File: config.mk
export PLATFORM = sky130hd
export DESIGN_NAME = pea_step
export DESIGN_NICKNAME = d
export VERILOG_FILES = /design/src/rtl/core/pea_pkg.sv /design/src/rtl/core/pea_step.sv
export SDC_FILE = /design/constraint.sdc
export NUM_CORES = 1
export LEC_CHECK = 0
export BUFFER_PORTS_ARGS = -buffer_cell sky130_fd_sc_hd__buf_2
export CAP_MARGIN = 20
export CORE_AREA = 2 2 265 267
export CTS_CLUSTER_DIAMETER = 120
export DETAILED_ROUTE_END_ITERATION = 16
export DIE_AREA = 0 0 267 269
export PLACE_DENSITY = 0.61
export SLEW_MARGIN = 20
export SYNTH_ARGS = -nofsm -noshare
export SYNTH_HDL_FRONTEND = slang
export SYNTH_SLANG_ARGS = --single-unit
File: constraint.sdc
create_clock -name clk -period 1.43 [get_ports clk]
set_clock_uncertainty 0.2 [all_clocks]
set_input_delay 0 -clock clk [delete_from_list [all_inputs] [get_ports clk]]
set_output_delay 0 -clock clk [all_outputs]
set_load 0.05 [all_outputs]
File: src/rtl/core/pea_pkg.sv
`timescale 1ns / 1ps
package pea_pkg;

    localparam int PIX_W       = 12;
    localparam int DELTA_W     = 13;
    localparam int RAD_W       = 11;
    localparam int NUM_W       = 10;
    localparam int IDX_W       = 9;
    localparam int ELEV_W      = 15;
    localparam int AZ_W        = 17;
    localparam int STEPS       = 17;

    localparam logic [RAD_W-1:0] RAD_MIN   = 11'd30;
    localparam logic [RAD_W-1:0] RAD_MAX   = 11'd1800;
    localparam logic [RAD_W-1:0] RAD_RESET = 11'd180;
    localparam logic [ELEV_W-1:0] ELEV_FULL = 15'd23040;
    localparam logic signed [17:0] HALF_TURN = 18'sd46080;
    localparam logic [19:0] ELEV_K2 = 20'd826281;
    localparam logic signed [24:0] Z_QUARTER = 25'sd5898240;

    typedef struct packed {
        logic [NUM_W-1:0]   number;
        logic               far;
        logic               ax_zero;
        logic               ay_zero;
        logic               x_neg;
        logic               y_neg;
        logic [63:0]        tsq;
        logic [28:0]        msq;
        logic [63:0]        a2;
        logic [63:0]        b;
        logic [STEPS-1:0]   w;
        logic signed [31:0] x;
        logic signed [31:0] y;
        logic signed [24:0] z;
    } pea_iter_t;

    function automatic logic signed [24:0] atan_entry(input int i);
        case (i)
            0:       return 25'sd2949120;
            1:       return 25'sd1740967;
            2:       return 25'sd919879;
            3:       return 25'sd466945;
            4:       return 25'sd234379;
            5:       return 25'sd117304;
            6:       return 25'sd58666;
            7:       return 25'sd29335;
            8:       return 25'sd14668;
            9:       return 25'sd7334;
            10:      return 25'sd3667;
            11:      return 25'sd1833;
            12:      return 25'sd917;
            13:      return 25'sd458;
            14:      return 25'sd229;
            15:      return 25'sd115;
            16:      return 25'sd57;
            default: return 25'sd0;
        endcase
    endfunction

endpackage

File: src/rtl/core/pea_step.sv
`timescale 1ns / 1ps
module pea_step #(
    parameter int STEP = 0
) (
    input  logic              clk,
    input  logic              rst_n,
    input  logic              en,
    input  logic              in_valid,
    input  pea_pkg::pea_iter_t in_data,
    output logic              out_valid,
    output pea_pkg::pea_iter_t out_data
);

    localparam int K = pea_pkg::STEPS - 1 - STEP;

    logic               valid_reg;
    pea_pkg::pea_iter_t data_reg;
    pea_pkg::pea_iter_t data_next;
    logic [63:0]        trial;

    // One digit of the scaled distance and one vectoring rotation per stage.
    always_comb
    begin
        data_next = in_data;
        trial = in_data.a2 + (in_data.b << (K + 1)) + (64'(in_data.msq) << (2 * K));
        if (trial <= in_data.tsq)
        begin
            data_next.a2   = trial;
            data_next.b    = in_data.b + (64'(in_data.msq) << K);
            data_next.w[K] = 1'b1;
        end
        if (in_data.y > 32'sd0)
        begin
            data_next.x = in_data.x + (in_data.y >>> STEP);
            data_next.y = in_data.y - (in_data.x >>> STEP);
            data_next.z = in_data.z + pea_pkg::atan_entry(STEP);
        end
        else
        begin
            data_next.x = in_data.x - (in_data.y >>> STEP);
            data_next.y = in_data.y + (in_data.x >>> STEP);
            data_next.z = in_data.z - pea_pkg::atan_entry(STEP);
        end
    end

    always_ff @(posedge clk or negedge rst_n)
    begin
        if (!rst_n)
        begin
            valid_reg <= 1'b0;
        end
        else if (en)
        begin
            valid_reg <= in_valid;
        end
    end

    always_ff @(posedge clk)
    begin
        if (en)
        begin
            data_reg <= data_next;
        end
    end

    assign out_valid = valid_reg;
    assign out_data  = data_reg;

endmodule

==> results by group, run 1 <==
Logic synthesis
  • Post-synth EDFFs: roughly 340
  • YS warnings: 0
  • Area contributors post-synth: edfxtp_1 44%, ha_1 14%, a21oi_1 4.5%, xnor2_1 3.9%, inv_1 3.3%
  • Post-synthesis cell count: approximately 2200
  • Synth top area share: 0.436
  • Mapped Nets: 2865
  • Library cells used by synthesis: 78
  • Synthesis-stage register bit count: roughly 340
  • Largest area contributor in the netlist: edfxtp_1
  • Cell Area, Synth: around 0.024 mm²
  • Syn_area_per_cell: about 11 µm²
  • Sequential-to-total area share from yosys stat: 0.437
  • Dominant synthesized flop cell: edfxtp_1
  • Async SR Flop Fraction: 0.00292

Critical path
  • CP Class: in2reg
  • Crit path arrival time: 5.76 ns
  • CP top delay family: compound AO/OA/AOI/OAI gates
  • Worst Path Required: between 1 and 1.5 ns
  • RR Startpoint: out_valid$_DFFE_PN0P_
  • CP Depth: 27
  • Crit start category: input pin
  • Crit-path slowest cell: xnor2_1
  • Reg2Reg Depth: 1
  • CP Buf/Inv Count: 6
  • CP endpoint: out_data[156]$_DFFE_PP_
  • R2r endpoint: out_valid$_DFFE_PN0P_
  • CP endpoint kind: register
  • CP max FO: 5
  • R2R setup slack: roughly 0.44 ns
  • CP startpoint: in_data[234]
  • Slowest cell delay on critical path: about 0.81 ns

Floorplanning
  • DIE AREA: between 0.07 and 0.08 mm²
  • Core area: roughly 0.069 mm²
  • Starting Density: 0.339
  • Std cell rows: between 90 and 100
  • DIE HEIGHT: ~270 µm
  • Die W: roughly 270 µm
  • IO Pins: slightly below 700

Placement
  • PortBufs: 688
  • Post-DP HPWL: around 86 mm
  • Cell total after placement: 4563
  • Placer Congestion: approximately 1

CTS
  • Clock Sinks: ~340
  • Clock Tree Root: clkbuf_16
  • Worst skew pair latency: 0.59 ns
  • CTS tree: done
  • Clock Path Buffers: 3
  • H-tree depth: 2
  • TritonCTS Buffers: 43
  • Clock slew at reported path FFs: 0.07 ns

STA
  • Slew @ Worst Pin: around 1 ns
  • Setup ws final: -4.27 ns
  • WHS: -0.587 ns
  • Final setup viols: a little under 200
  • Min cycle time layout: approximately 5.7 ns
  • Period utilization: 3.99
  • Max-slew violations: 0
  • RSZ-0062 raised after global routing: yes
  • Fmax: between 0.15 and 0.2 GHz
  • Slew Limit Headroom: 0.312
  • Fin. Hold Viols: 13

Finish
  • Fillers: 5339
  • Sequential Area: a little over 0.01 mm²
  • Final Non-Filler Cells: between 5000 and 6000
  • Final #Nets: between 4000 and 5000
  • Final core occ: 0.630
  • Multi-input gate area: ~0.014 mm²
  • Share of layout cells above drive strength 1: 0.468
  • Area growth syn-to-layout: 85.6%

Power and ir drop
  • Sw Share: 0.405
  • Clk pwr share: 0.217
  • Seq pwr share: 0.264
  • Max VDD drop: between 1 and 1.5 mV
  • Pint: 31200 µW
  • Comb pwr share: 0.519
  • P_leak: between 0.02 and 0.025 µW
  • Power per cell area: about 1200 mW/mm²
  • Psw: ~21000 µW

Routing
  • Iter 0 DRT Violations: roughly 2400
  • Vias: between 20000 and 30000
  • Drt wl/cell: between 20 and 25 µm
  • Antenna viol nets, final: 0
  • Average via count per standard cell: 5.15
  • DRC viols: 0
  • Final wirelength: about 120 mm
  • Detailed Routing Iterations Pass 1: 8

Global route
  • Congestion Overflow GR: 0
  • Initial antenna violation count: 36
  • Global-route wire length before repair: approximately 170 mm
  • Tot GR Track Use: 0.317
  • Largest net degree at the start of global routing: 52
  • Vias in the first global route: ~27000

Run status
  • Status: finished, violations left
  • Failing checks: negative hold slack, negative setup slack

Flow run
  • Max_cap viols: 0

Hold path
  • HP Start: in_data[106]
  • Hold crit path type: in2reg
-- placed cells by master, fill, tap and decap left out, types with 24 or more instances in the layout --
cell type / count
a21oi_1: 164
ha_1: 223
buf_2: 517
edfxtp_1: 341
nand2_1: 123
ha_4: 30
nor3_1: 26
o21ai_0: 81
fa_1: 30
xor2_1: 49
nand3_1: 27
buf_6: 120
a21oi_2: 36
inv_1: 188
nand4_1: 38
xnor2_1: 88
mux2_4: 37
o21bai_1: 34
nor2_1: 118
a21o_1: 79
clkbuf_16: 47
o21ai_2: 24
dlygate4sd3_1: 418
buf_4: 856
buf_12: 27
-- power groups by stage --
| stage | Combinational (µW) | Sequential, µW | Clock (µW) |
|---|---|---|---|
| floorplan | 8460 | 19100 | 0 |
| finish | 27200 | 13900 | 11400 |
| CTS | 25800 | 13700 | 11400 |
| global placement | 22900 | 13800 | 0 |
| global route | 28600 | 13900 | 11800 |
| detailed placement | 23000 | 13800 | 0 |
-- Yosys cell counts (38+ instances only) --
library cell and instances:
a21o_1 79, a21oi_1 210, clkbuf_1 41, edfxtp_1 341, ha_1 255, inv_1 204
mux2_2 50, nand2_1 136, nand4_1 38, nor2_1 138, o21ai_0 127, xnor2_1 104
xor2_1 51
-- metal layers --
metal | vias up | routed length (µm) | GRT usage
met1 | 12700 | 44100 | 0.344
met2 | 1293 | 57900 | 0.544
met5 | - | 220 | 0.00608
met3 | 468 | 11000 | 0.0901
li1 | 12100 | - | -
met4 | 32 | 10000 | 0.203
-- logic make-up (layout without fill, tap and decap cells) --
family | Yosys count | in the layout | synth area share
buffers and inverters | 277 | 2256 | 0.0455
DFF | 342 | 342 | 0.437
adders and majority gates | 290 | 290 | 0.166
other | 0 | 20 | 0
muxes | 66 | 66 | 0.0308
xor gates and xnor gates | 155 | 155 | 0.0577
AOI/OAI and AO/OA | 625 | 625 | 0.168
and+or+nand+nor | 474 | 474 | 0.0959
-- area by class of cell --
type / count / share of cell area
antenna: 20 / 0.00115
clock buffer: 47 / 0.0250
clock inverter: 32 / 0.00731
inverter: 208 / 0.0186
multi-input combinational: 1610 / 0.328
sequential: 342 / 0.235
tap: 940 / 0.0269
timing repair buffer: 1969 / 0.357
-- registers in the layout (all words and copies together) (netlist names) --
name and flops:
out_data 341, out_valid 1
-- repair_timing --
item | CTS | global route
pin swaps | 124 | 88
setup buffers | 58 | 37
resized for setup | 414 | 249
setup endpoints to repair | 275 | 261
gates cloned | 10 | 3
hold buffers | 418 | 1
endpoints found under the hold margin | 668 | 15
-- stage by stage --
| stage | setup slack [ns] | power (µW) | hold slack [ns] | instance area [µm²] | setup TNS [ns] |
|---|---|---|---|---|---|
| floorplan | -3.41 | 27600 | -0.496 | 24500 | -369.56 |
| global placement | -4.26 | 36800 | -0.424 | 34600 | -506.34 |
| detailed placement | -4.44 | 36900 | -0.424 | 34600 | -516.73 |
| CTS | -3.46 | 50900 | -0.615 | 42600 | -375.70 |
| global route | -4.35 | 54400 | -0.602 | 43600 | -414.55 |
| finish | -4.27 | 52400 | -0.587 | 43600 | -394.36 |
-- worst min-delay path by stage --
stage                     slack, ns  cells after the start                      end
after floorplan               -0.50                      0    out_valid$_DFFE_PN0P_
after global placement        -0.42                      1    out_valid$_DFFE_PN0P_
after detailed placement      -0.42                      1    out_valid$_DFFE_PN0P_
after CTS                     -0.62                      1  out_data[106]$_DFFE_PP_
after global routing          -0.60                      1  out_data[106]$_DFFE_PP_
final                         -0.59                      1  out_data[106]$_DFFE_PP_
Note: power is estimated with default switching activity, not from simulation.
==> inputs of run 2 (changes only) <==
clock period = 7 ns   (was 1.43 ns; I/O delays follow)
==> results by group, run 2 (same netlist as run 1, synthesis figures left out) <==
Run status
  • Status: complete, no violations

CTS
  • Clock Path Buffers: 3 (unchanged)
  • TritonCTS Buffers: 42 (-2.3%)
  • Clock Tree Root: clkbuf_16
  • Clock Sinks: 342 (unchanged)
  • H-tree depth: 2 (unchanged)
  • CTS tree: done
  • Worst skew pair latency: 0.56 ns (-0.03 ns)
  • Clock slew at reported path FFs: 0.07 ns (about the same)

Global route
  • Largest net degree at the start of global routing: 120 (+130%)
  • Initial antenna violation count: 19 (-47%)
  • Vias in the first global route: 22600 (-17%)
  • Congestion Overflow GR: 0 (unchanged)
  • Tot GR Track Use: 0.272 (-0.0451)
  • Global-route wire length before repair: 144 mm (-14%)

STA
  • Fmax: between 0.1 and 0.15 GHz
  • Final setup viols: 0 (-100%)
  • Max-slew violations: 0 (unchanged)
  • Min cycle time layout: about 6.7 ns
  • Fin. Hold Viols: 0 (-13)
  • Period utilization: 0.959
  • Setup ws final: 0.286 ns (+4.56 ns)
  • Slew @ Worst Pin: 0.961 ns (-0.0638 ns)
  • Slew Limit Headroom: 0.360 (+0.0475)

Critical path
  • CP Class: in2reg
  • Chain of cells forming the critical path: dlygate4sd3_1, buf_2, fa_1, ha_1, a21o_1, a21o_1, a221oi_1, a211oi_2, a21oi_1, nor2b_1, xnor2_1, ha_1, and4_1, nor4b_2, and3_1, nand3_1, or2b_2, a31oi_4, buf_12, buf_12, mux2_2, dlygate4sd3_1
  • Slowest cell delay on critical path: 0.65 ns (-0.16 ns)
  • CP max FO: 46 (+41)
  • CP endpoint kind: register
  • Crit-path slowest cell: a221oi_1
  • Crit path arrival time: 6.84 ns (+1.08 ns)
  • Worst Path Required: 7.13 ns (+5.65 ns)
  • Crit start category: input pin

Routing
  • Final wirelength: 102 mm (-17%)
  • Detailed Routing Iterations Pass 1: 6 (-2)
  • Average via count per standard cell: 5.22 (+1.4%)
  • Drt wl/cell: 23.4 µm (-1.9%)
  • Antenna viol nets, final: 0 (unchanged)
  • Vias: 22800 (-14%)
  • Iter 0 DRT Violations: 2456 (+3.5%)
  • DRC viols: 0 (unchanged)

Placement
  • PortBufs: 688 (unchanged)
  • Dpl ws: 0.359 ns (+4.80 ns)
  • Placed cell areas: 0.0280 mm² (-19%)
  • Placer Congestion: 0.960 (-1.7%)
  • Post-DP HPWL: 76.9 mm (-10%)

Finish
  • Most common cell after layout, fill and taps aside: buf_2
  • Share of layout cells above drive strength 1: 0.248 (-0.220)
  • Most frequent cells in the layout: 687 x buf_2, 470 x dlygate4sd3_1, 341 x edfxtp_1
  • Final #Nets: 4014 (-17%)
  • Final core occ: 0.493 (-0.137)
  • Largest register FFs: 341 (unchanged)
  • Area growth syn-to-layout: 45.4%
  • Cell area after layout: 0.0342 mm² (-22%)

Hold path
  • Hold crit path type: in2reg

Floorplanning
  • IO Pins: 689 (unchanged)
  • Die W: 267 µm (unchanged)
  • DIE AREA: 0.0718 mm² (unchanged)
  • DIE HEIGHT: 269 µm (unchanged)
  • Std cell rows: 97 (unchanged)
  • Starting Density: 0.339 (unchanged)
  • Core area: 0.0693 mm² (unchanged)

Flow run
  • Max_cap viols: 0 (unchanged)

Power and ir drop
  • Pint: 5340 µW (-83%)
  • Seq pwr share: 0.307 (+0.043)
  • Power per cell area: 267 mW/mm² (-78%)
  • P_leak: 0.0151 µW (-25%)
  • Sw Share: 0.416 (+0.0106)
  • Max VDD drop: 0.213 mV (-80%)
  • Psw: 3800 µW (-82%)
  • Clk pwr share: 0.249 (+0.032)
  • Tot Pwr: 9140 µW (-83%)
  • Comb pwr share: 0.444 (-0.075)
## run 2: cell types whose count changed in the layout (fill, tap and decap cells not counted), sizes merged, moves of 2 or more
cell         change
inv              -2
bufinv           +2
clkbuf          -15
clkinvlp         -3
clkinv           -3
diode            -9
buf            -830
dlygate4sd3     +52
## run 2: timing repair
item                                   CTS  global route
setup endpoints to repair                0            19
resized for setup                        0             4
setup buffers                            0             5
hold buffers                           470             0
endpoints found under the hold margin  407             0
## run 2: worst paths after layout
| check | startpoint | endpoint | slack [ns] | depth (start not counted) |
|---|---|---|---|---|
| setup / recovery | in_data[122] | out_data[188]$_DFFE_PP_ | 0.29 | 22 |
| hold / removal | in_data[331] | out_data[331]$_DFFE_PP_ | 0.03 | 2 |
| setup reg to reg | out_valid$_DFFE_PN0P_ | out_valid$_DFFE_PN0P_ | 5.49 | 2 |
| hold reg to reg | out_valid$_DFFE_PN0P_ | out_valid$_DFFE_PN0P_ | 0.87 | 2 |
| max in group asynchronous | rst_n | out_valid$_DFFE_PN0P_ | 6.40 | 3 |
| min in group asynchronous | rst_n | out_valid$_DFFE_PN0P_ | 0.09 | 3 |
## run 2: power by group through the flow
stage / sequential [µW] / combinational (µW) / clock (µW)
detailed placement: 2830 / 3730 / 0
global placement: 2830 / 3720 / 0
finish: 2810 / 4060 / 2270
floorplan: 3910 / 1510 / 0
global route: 2830 / 4320 / 2390
CTS: 2800 / 3990 / 2320
## run 2: layout make-up
type,instances,area (µm²)
fill,6200,35100
multi-input combinational,1610,12200
sequential,342,10300
timing repair buffer,1174,8320
tap,940,1180
clock buffer,48,1070
inverter,208,781
clock inverter,26,323
antenna,11,27.5
## run 2: stage by stage
step                      hold WS, ns  std cells  setup TNS [ns]
after floorplan                -0.496       2229               0
after global placement         -0.425       3799               0
after detailed placement       -0.423       3799               0
after CTS                    0.000515       4343               0
after global routing           0.0262       4355        -0.00499
final                          0.0328       4359               0
## run 2: metal layers
layer  track usage  vias to the layer above  part of all wire
li1              -                    10500                 -
met1         0.310                    10900              0.37
met2         0.460                     1133              0.47
met3        0.0650                      276             0.083
met4         0.172                       16             0.071
met5             0                        -           0.00093
## run 2: critical path, delay by kind of cell
family	cells	cell delay, ns
muxes	1	0.37
AOI/OAI and AO/OA	6	1.91
xor gates and xnor gates	1	0.11
buffers and inverters	5	1.67
adders and majority gates	3	1.22
and+or+nand+nor	6	1.49
